[config.mk]
export PLATFORM = sky130hd
export DESIGN_NAME = stream_name_pair_encoder
export DESIGN_NICKNAME = d
export VERILOG_FILES = /design/src/snpe_pkg.sv /design/src/stream_name_pair_encoder.sv /design/src/snpe_core.sv /design/src/snpe_out_fifo.sv
export VERILOG_INCLUDE_DIRS = /design/src /design/src/src
export SDC_FILE = /design/constraint.sdc
export NUM_CORES = 1
export LEC_CHECK = 0
export BUFFER_PORTS_ARGS = -buffer_cell sky130_fd_sc_hd__buf_2
export CORE_ASPECT_RATIO = 0.5
export CORE_UTILIZATION = 35
export DETAILED_ROUTE_END_ITERATION = 8
export PLACE_DENSITY = 0.49
export SYNTH_ARGS = -nofsm -noshare
export SYNTH_HDL_FRONTEND = slang
export SYNTH_HIERARCHICAL = 1
export SYNTH_SLANG_ARGS = --single-unit
[constraint.sdc]
create_clock -name i_clk -period 5.5 [get_ports i_clk]
set_input_delay 0.275 -clock i_clk [delete_from_list [all_inputs] [get_ports i_clk]]
set_output_delay 0.275 -clock i_clk [all_outputs]
set_load 0.01 [all_outputs]
[src/stream_name_pair_encoder_assert.svh]
// Assertion macros used by the name pair encoder result queue.
`ifndef STREAM_NAME_PAIR_ENCODER_ASSERT_SVH
`define STREAM_NAME_PAIR_ENCODER_ASSERT_SVH

`ifndef SYNTHESIS

// Checked on every rising clock edge outside reset.
`define SNPE_ASSERT(lbl, clk, rst_n, prop, msg) \
    lbl: assert property (@(posedge clk) disable iff (!rst_n) prop) else $error(msg);

// Checked on every rising clock edge, reset included.
`define SNPE_ASSERT_ALWAYS(lbl, clk, prop, msg) \
    lbl: assert property (@(posedge clk) prop) else $error(msg);

`else

`define SNPE_ASSERT(lbl, clk, rst_n, prop, msg)
`define SNPE_ASSERT_ALWAYS(lbl, clk, prop, msg)

`endif

`endif

[src/snpe_pkg.sv]
// Types, constants and the character map of the name pair encoder.
`default_nettype none

package snpe_pkg;

    localparam logic [15:0] TableMark = 16'h4840;
    localparam logic [15:0] LoneBase  = 16'h4800;
    localparam logic [15:0] PairBase  = 16'h3800;

    localparam int FifoDepth = 4;
    localparam int FifoAw    = 2;
    localparam int FifoCw    = 3;

    typedef struct packed {
        logic        ok;
        logic [5:0]  code;
    } t_map;

    typedef struct packed {
        logic [15:0] unit;
        logic        last;
        logic        complete;
    } t_result;

    // Up to two results produced by one character, in order r0 then r1.
    typedef struct packed {
        logic [1:0] cnt;
        t_result    r0;
        t_result    r1;
    } t_push;

    function automatic t_map map_char(input logic [15:0] c);
        t_map m;
        m.ok   = 1'b1;
        m.code = 6'd0;
        if (c >= 16'h0030 && c <= 16'h0039) begin
            m.code = 6'(c - 16'h0030);
        end else if (c >= 16'h0041 && c <= 16'h005a) begin
            m.code = 6'(c - 16'h0041 + 16'd10);
        end else if (c >= 16'h0061 && c <= 16'h007a) begin
            m.code = 6'(c - 16'h0061 + 16'd36);
        end else if (c == 16'h002e) begin
            m.code = 6'd62;
        end else if (c == 16'h005f) begin
            m.code = 6'd63;
        end else begin
            m.ok = 1'b0;
        end
        return m;
    endfunction

endpackage

`default_nettype wire

[src/stream_name_pair_encoder.sv]
// Top level of the stream name pair encoder.
//
//  Group     Dir  Width  Contents
//  s (in)    in   16     tdata: name_char[15:0]
//  m (out)   out  16+1+1 tdata: code_unit[15:0]; tlast: last; tuser: complete
//  cfg       in   1      table_mode write
//
//  A character is held in the input register and is then encoded into the result
//  queue once the queue has room; output beats are read from the queue registers.
//  One character is accepted per cycle while the queue has room for two results;
//  sustained rate is limited only by the output taking one beat per cycle.
//  Reset is synchronous on i_rst_n low; table_mode returns to 1.
//  A stall on the output fills the queue, and the input then stalls in turn.
`default_nettype none

module stream_name_pair_encoder #(
    parameter int MAX_NAME_UNITS = 31
) (
    input  wire logic        i_clk,
    input  wire logic        i_rst_n,
    input  wire logic        i_s_tvalid,
    output logic             o_s_tready,
    input  wire logic [15:0] i_s_tdata,   // [15:0] name_char
    output logic             o_m_tvalid,
    input  wire logic        i_m_tready,
    output logic [15:0]      o_m_tdata,   // [15:0] code_unit
    output logic             o_m_tlast,
    output logic             o_m_tuser,   // [0] complete
    input  wire logic        i_cfg_wr_en,
    input  wire logic        i_cfg_wr_data
);
    import snpe_pkg::*;

    logic    r_table_mode;
    logic    room;
    t_push   push;
    t_result res;

    always_ff @(posedge i_clk) begin
        if (!i_rst_n) begin
            r_table_mode <= 1'b1;
        end else if (i_cfg_wr_en) begin
            r_table_mode <= i_cfg_wr_data;
        end
    end

    snpe_core #(
        .MAX_NAME_UNITS(MAX_NAME_UNITS)
    ) u_core (
        .i_clk       (i_clk),
        .i_rst_n     (i_rst_n),
        .i_table_mode(r_table_mode),
        .i_valid     (i_s_tvalid),
        .o_ready     (o_s_tready),
        .i_char      (i_s_tdata),
        .i_room      (room),
        .o_push      (push)
    );

    snpe_out_fifo u_fifo (
        .i_clk  (i_clk),
        .i_rst_n(i_rst_n),
        .i_push (push),
        .o_room (room),
        .o_valid(o_m_tvalid),
        .i_ready(i_m_tready),
        .o_res  (res)
    );

    assign o_m_tdata = res.unit;
    assign o_m_tlast = res.last;
    assign o_m_tuser = res.complete;

endmodule

`default_nettype wire

[src/snpe_core.sv]
// Input register and per-character encoding with the name state.
`default_nettype none

module snpe_core #(
    parameter int MAX_NAME_UNITS = 31
) (
    input  wire logic           i_clk,
    input  wire logic           i_rst_n,
    input  wire logic           i_table_mode,
    input  wire logic           i_valid,
    output logic                o_ready,
    input  wire logic [15:0]    i_char,
    input  wire logic           i_room,
    output snpe_pkg::t_push     o_push
);
    import snpe_pkg::*;

    localparam int UW = $clog2(MAX_NAME_UNITS + 1);
    localparam logic [UW-1:0] MaxUnits = UW'(MAX_NAME_UNITS);

    logic          r_in_valid;
    logic [15:0]   r_in_char;
    logic          r_pend_v, n_pend_v;
    logic [5:0]    r_pend_code, n_pend_code;
    logic [UW-1:0] r_units, n_units;
    logic          r_started, n_started;
    logic          r_disc, n_disc;

    logic          advance;
    t_map          cmap;
    logic          mv;
    logic [UW-1:0] uu_a, uu_b;
    logic          pre_v, fin_v;
    t_result       pre, fin;

    assign advance = r_in_valid && i_room;
    assign o_ready = !r_in_valid || advance;
    assign cmap    = map_char(r_in_char);
    assign mv      = (r_in_char != 16'd0) && cmap.ok;

    always_ff @(posedge i_clk) begin
        if (!i_rst_n) begin
            r_in_valid <= 1'b0;
        end else if (o_ready) begin
            r_in_valid <= i_valid;
        end
        if (o_ready && i_valid) begin
            r_in_char <= i_char;
        end
    end

    always_comb begin
        n_pend_v    = r_pend_v;
        n_pend_code = r_pend_code;
        n_units     = r_units;
        n_started   = r_started;
        n_disc      = r_disc;
        uu_a        = r_started ? r_units : (i_table_mode ? UW'(1) : UW'(0));
        uu_b        = uu_a;
        pre_v       = 1'b0;
        pre         = '{unit: TableMark, last: 1'b0, complete: 1'b0};
        fin_v       = 1'b0;
        fin         = '{unit: 16'd0, last: 1'b1, complete: 1'b0};
        if (r_disc) begin
            // Rest of a cut-off name is dropped up to its zero.
            if (r_in_char == 16'd0) begin
                n_pend_v  = 1'b0;
                n_units   = '0;
                n_started = 1'b0;
                n_disc    = 1'b0;
            end
        end else begin
            n_started = 1'b1;
            pre_v     = !r_started && i_table_mode;
            if (r_pend_v && mv) begin
                pre.unit = PairBase + {10'd0, r_pend_code} + {4'd0, cmap.code, 6'd0};
                pre_v    = 1'b1;
                n_pend_v = 1'b0;
                n_units  = uu_a + UW'(1);
            end else begin
                if (r_pend_v) begin
                    pre.unit = LoneBase + {10'd0, r_pend_code};
                    pre_v    = 1'b1;
                    n_pend_v = 1'b0;
                    uu_b     = uu_a + UW'(1);
                end
                n_units = uu_b;
                if (uu_b >= MaxUnits) begin
                    fin_v = 1'b1;
                    if (r_in_char == 16'd0) begin
                        n_units   = '0;
                        n_started = 1'b0;
                    end else begin
                        n_disc = 1'b1;
                    end
                end else if (r_in_char == 16'd0) begin
                    fin_v        = 1'b1;
                    fin.complete = 1'b1;
                    n_units      = '0;
                    n_started    = 1'b0;
                end else if (mv) begin
                    n_pend_v    = 1'b1;
                    n_pend_code = cmap.code;
                end else begin
                    fin_v    = 1'b1;
                    fin.unit = r_in_char;
                    fin.last = 1'b0;
                    n_units  = uu_b + UW'(1);
                end
            end
        end
    end

    always_comb begin
        o_push.r1 = fin;
        if (pre_v) begin
            o_push.r0  = pre;
            o_push.cnt = fin_v ? 2'd2 : 2'd1;
        end else begin
            o_push.r0  = fin;
            o_push.cnt = fin_v ? 2'd1 : 2'd0;
        end
        if (!advance) begin
            o_push.cnt = 2'd0;
        end
    end

    always_ff @(posedge i_clk) begin
        if (!i_rst_n) begin
            r_pend_v    <= 1'b0;
            r_pend_code <= '0;
            r_units     <= '0;
            r_started   <= 1'b0;
            r_disc      <= 1'b0;
        end else if (advance) begin
            r_pend_v    <= n_pend_v;
            r_pend_code <= n_pend_code;
            r_units     <= n_units;
            r_started   <= n_started;
            r_disc      <= n_disc;
        end
    end

endmodule

`default_nettype wire

[src/snpe_out_fifo.sv]
// Four-entry result queue taking up to two results a beat and giving one.
`default_nettype none
`include "stream_name_pair_encoder_assert.svh"

module snpe_out_fifo (
    input  wire logic           i_clk,
    input  wire logic           i_rst_n,
    input  snpe_pkg::t_push     i_push,
    output logic                o_room,
    output logic                o_valid,
    input  wire logic           i_ready,
    output snpe_pkg::t_result   o_res
);
    import snpe_pkg::*;

    t_result           r_mem [FifoDepth];
    logic [FifoAw-1:0] r_wp;
    logic [FifoAw-1:0] r_rp;
    logic [FifoCw-1:0] r_count;
    logic              pop;

    assign o_valid = r_count != '0;
    assign o_res   = r_mem[r_rp];
    assign pop     = o_valid && i_ready;
    // Room for the worst case of two results from the next character.
    assign o_room  = r_count <= FifoCw'(FifoDepth - 2);

    always_ff @(posedge i_clk) begin
        if (i_push.cnt != 2'd0) begin
            r_mem[r_wp] <= i_push.r0;
        end
        if (i_push.cnt == 2'd2) begin
            r_mem[r_wp + FifoAw'(1)] <= i_push.r1;
        end
    end

    always_ff @(posedge i_clk) begin
        if (!i_rst_n) begin
            r_wp    <= '0;
            r_rp    <= '0;
            r_count <= '0;
        end else begin
            r_wp    <= r_wp + FifoAw'(i_push.cnt);
            r_rp    <= r_rp + FifoAw'(pop);
            r_count <= r_count + FifoCw'(i_push.cnt) - FifoCw'(pop);
        end
    end

    `SNPE_ASSERT_ALWAYS(a_count_bound, i_clk, !i_rst_n || r_count <= FifoCw'(FifoDepth), "queue count beyond depth")
    `SNPE_ASSERT(a_no_overrun, i_clk, i_rst_n, (FifoCw'(i_push.cnt) + r_count) <= FifoCw'(FifoDepth), "push overruns queue")
    `SNPE_ASSERT(a_double_push, i_clk, i_rst_n, (i_push.cnt == 2'd2 && !pop) |=> r_count == $past(r_count) + FifoCw'(2), "double push not counted")

endmodule

`default_nettype wire
==> out/summary.txt <==
hold buffers post-CTS -> 0
core area -> 17820 sq um
highest routed layer -> met4
Psw -> 0.7053 mW
share of layout cells above drive strength 1 -> 31.98%
post-synthesis compound-gate area fraction -> 9.755%
Worst-path clk slew -> 80 ps
clock skew -> 12.11 ps
Worst Setup End Kind -> register
GRT Resource Usage Total -> 17.11%
Static Leak -> 2.639 nW
max frequency -> 217.6 MHz
port bufs -> 41
routed length per instance -> 19.80 microns
DR vias -> 4306
Crit Path Category -> register to register
worst path buffer plus inverter count -> 3
grt ovf -> 0
DP Wirelength -> 10970 microns
first-pass GRT wire length -> 24910 microns
I/O pin cnt -> 42
average cell area after synthesis -> 12.53 sq um
DRC Markers -> 0
worst slew pin tran -> 1139 ps
clk buf depth -> 2
top_reg_cell synth -> edfxtp_1
vias in the first global route -> 4325
initial antenna violation count -> 0
Cell Pwr Density -> 325.9 nW/um^2
internal power -> 1.684 mW
GP Congestion -> 0.9300
Setup TNS Final -> 0 ps
register area share after synthesis -> 47.44%
CP top delay family -> simple AND/OR/NAND/NOR gates
FF+latch count, synth -> 111
logic gate share of total power -> 25.7%
Post-synth EDFFs -> 88
clock sink total -> 111
Starting Density -> 36.70%
DRT iter0 DRCs -> 257
Die Y -> 98.67 microns
Antenna Nets Post-Route -> 0
max-slew violations -> 0
Yosys warnings -> 6
met3 WL post-DR -> 500 microns
worst hold-check path type -> primary input to register
Synth Area in Simple Gates -> 13.22%
CTS tree -> yes
Synth Area in XOR/XNOR -> 2.161%
Met1 Wirelength -> 8154 microns
Num CTS Buffers -> 9
overall routed net length -> 15840 microns
largest family of logic cells by synthesized area -> multiplexers
post-CTS setup buffer count -> 0
asr flop ratio synth -> 0%
Critical Path Fanout Max -> 12
Clock Tree Root -> clkbuf_16
Mapped Area -> 6541 sq um
Syn Nets -> 561
switch share -> 29.52%
largest net degree at the start of global routing -> 23
Die ar. -> 19270 sq um
Worst path max stage delay -> 620 ps
clock share of power -> 29.2%
setup ws final -> 903.4 ps
worst vdd ir -> 0.1483 mV
Reg2Reg Launch Point -> u_core/r_started
post-CTS resize count -> 0
WP data arrival -> 4700 ps
floorplan row count -> 34
H-tree levels -> 3
final setup fails -> 0
Hold Vio Cnt, Final -> 0
worst setup path start -> u_core/r_started
Die Wd -> 195.3 microns
Slew HR -> 23.99%
# diodes -> 0
routed vias/inst -> 5.383
outcome -> finished clean
CP startpoint kind -> register
post-synthesis mux area share -> 20.56%
Place WS -> 950.5 ps
RSZ-0062 raised after global routing -> no
number of library cell types mapped by synthesis -> 74
slowest stage cell, crit path -> nand4b_1
adder-cell area share of the yosys netlist -> 3.366%
Syn Inst Count -> 522
clk_lat worst skew -> 360 ps
CP required -> 5610 ps
Nets -> 600
minimum clock period -> 4597 ps
crit-path cells -> mux2i_1 > inv_1 > ha_1 > mux2_2 > ha_1 > nand2_1 > nor2_1 > ha_1 > inv_1 > o31ai_1 > nand2b_1 > a21oi_1 > ha_1 > and3_1 > nand4b_1 > buf_4 > mux2_2
met2 wire length -> 7043 microns
Max Cap Viol -> 0
register share of total power -> 45.1%
period utilization -> 83.57%
hold path startpoint -> i_s_tdata[12]
Worst path most repeated cell -> ha_1
Pre-antenna DRT Iters -> 5
area delta synth->final -> 12.07%
[cell type report]
type / count / area (sq um)
timing repair buffer: 55 / 310.3
tap: 234 / 292.8
fill: 1692 / 10490
inverter: 19 / 71.32
clock buffer: 9 / 225.2
sequential: 111 / 3103
multi-input combinational: 365 / 3238
clock inverter: 7 / 90.09
[Yosys cell counts, types with 4 or more instances]
library cell | instances | share of area (%)
a22o_1 | 6 | 0.80
clkbuf_1 | 7 | 0.40
mux2_4 | 10 | 2.3
mux4_2 | 18 | 6.2
nor2b_1 | 5 | 0.48
nor3_1 | 6 | 0.46
nor2_1 | 28 | 1.6
a21boi_1 | 7 | 0.80
nand2_1 | 36 | 2.1
buf_2 | 12 | 0.92
o211ai_1 | 4 | 0.46
a21o_1 | 5 | 0.57
ha_1 | 16 | 3.1
mux2_2 | 63 | 11
o21ai_0 | 23 | 1.8
mux2i_1 | 8 | 1.2
edfxtp_1 | 88 | 40
dfxtp_1 | 23 | 7.0
and3_1 | 4 | 0.38
nand4_1 | 4 | 0.38
nand2b_1 | 8 | 0.77
nand3_1 | 10 | 0.77
inv_1 | 19 | 1.1
xor2_1 | 6 | 0.80
and2_1 | 22 | 2.1
a21oi_1 | 12 | 0.92
xnor2_1 | 5 | 0.67
[flip-flops by register name, indices dropped and copies added, names as in the netlist]
name and cells:
u_core/r_pend_v 1, u_core/r_in_valid 1, u_fifo/r_count 3, u_fifo/r_rp 2, u_fifo/r_mem 72, u_core/r_started 1, u_core/r_units 5, u_fifo/r_wp 2
u_core/r_disc 1, r_table_mode 1, u_core/r_pend_code 6, u_core/r_in_char 16
[logic make-up (layout without fill, tap and decap cells)]
kind of cell	count (synthesis)	count (layout)
AND/OR/NAND/NOR	150	150
flip-flops	111	111
multiplexers	99	99
AO/OA/AOI/OAI	86	86
buffers and inverters	46	90
adder cells (fa/ha/maj)	17	17
XOR/XNOR	13	13
[placed cells by master (no fill, tap or decap), types with 12 or more instances in the layout]
cell type  netlist  routed
buf_4            2      14
dfxtp_1         23      23
ha_1            16      16
mux4_2          18      18
a21oi_1         12      12
buf_2           12      41
edfxtp_1        88      88
inv_1           19      19
o21ai_0         23      23
nor2_1          28      28
mux2_2          63      63
and2_1          22      22
nand2_1         36      36
[worst reg2reg max path, cell delays in order (launching register included)]
cell,delay (ps)
dfxtp_1,480
mux2i_1,460
inv_1,90
ha_1,310
mux2_2,290
ha_1,220
nand2_1,60
nor2_1,40
ha_1,200
inv_1,60
o31ai_1,70
nand2b_1,80
a21oi_1,70
ha_1,280
and3_1,280
nand4b_1,630
buf_4,430
mux2_2,300
[power groups by stage]
stage                     Clock (mW)  Sequential, mW  Combinational, mW
after floorplan                    0            1.06              0.465
after global placement             0            1.10              0.621
after detailed placement           0            1.10              0.624
after CTS                      0.723            1.08              0.626
after global routing           0.750            1.09              0.676
final                          0.697            1.08              0.614
[metrics by stage]
step           utilization [%]  power (mW)  area, sq um  hold slack (ps)  std cells
6_report                 41.13       2.389         7331            86.19        800
5_1_grt                  41.13       2.516         7331            61.53        800
4_1_cts                  41.13       2.428         7331            67.41        800
3_5_place_dp             39.36       1.722         7015            444.3        784
3_3_place_gp             39.36       1.719         7015            441.4        784
2_1_floorplan                -       1.526         6541            336.9        522
[layer usage]
metal	track usage, %	vias to the layer above
li1	-	2073
met1	24.58	2148
met2	26.54	75
met3	3.628	10
met4	3.634	0
met5	0	-
[final timing paths]
kind / to / slack (ps) / cells after the start
setup / recovery: u_fifo/r_mem[0][17] / 900 / 17
hold / removal: u_core/r_in_char[12] / 90 / 1
setup reg to reg: u_fifo/r_mem[0][17] / 900 / 17
hold reg to reg: u_core/r_pend_code[1] / 460 / 2
(Power assumes the default switching activity.)
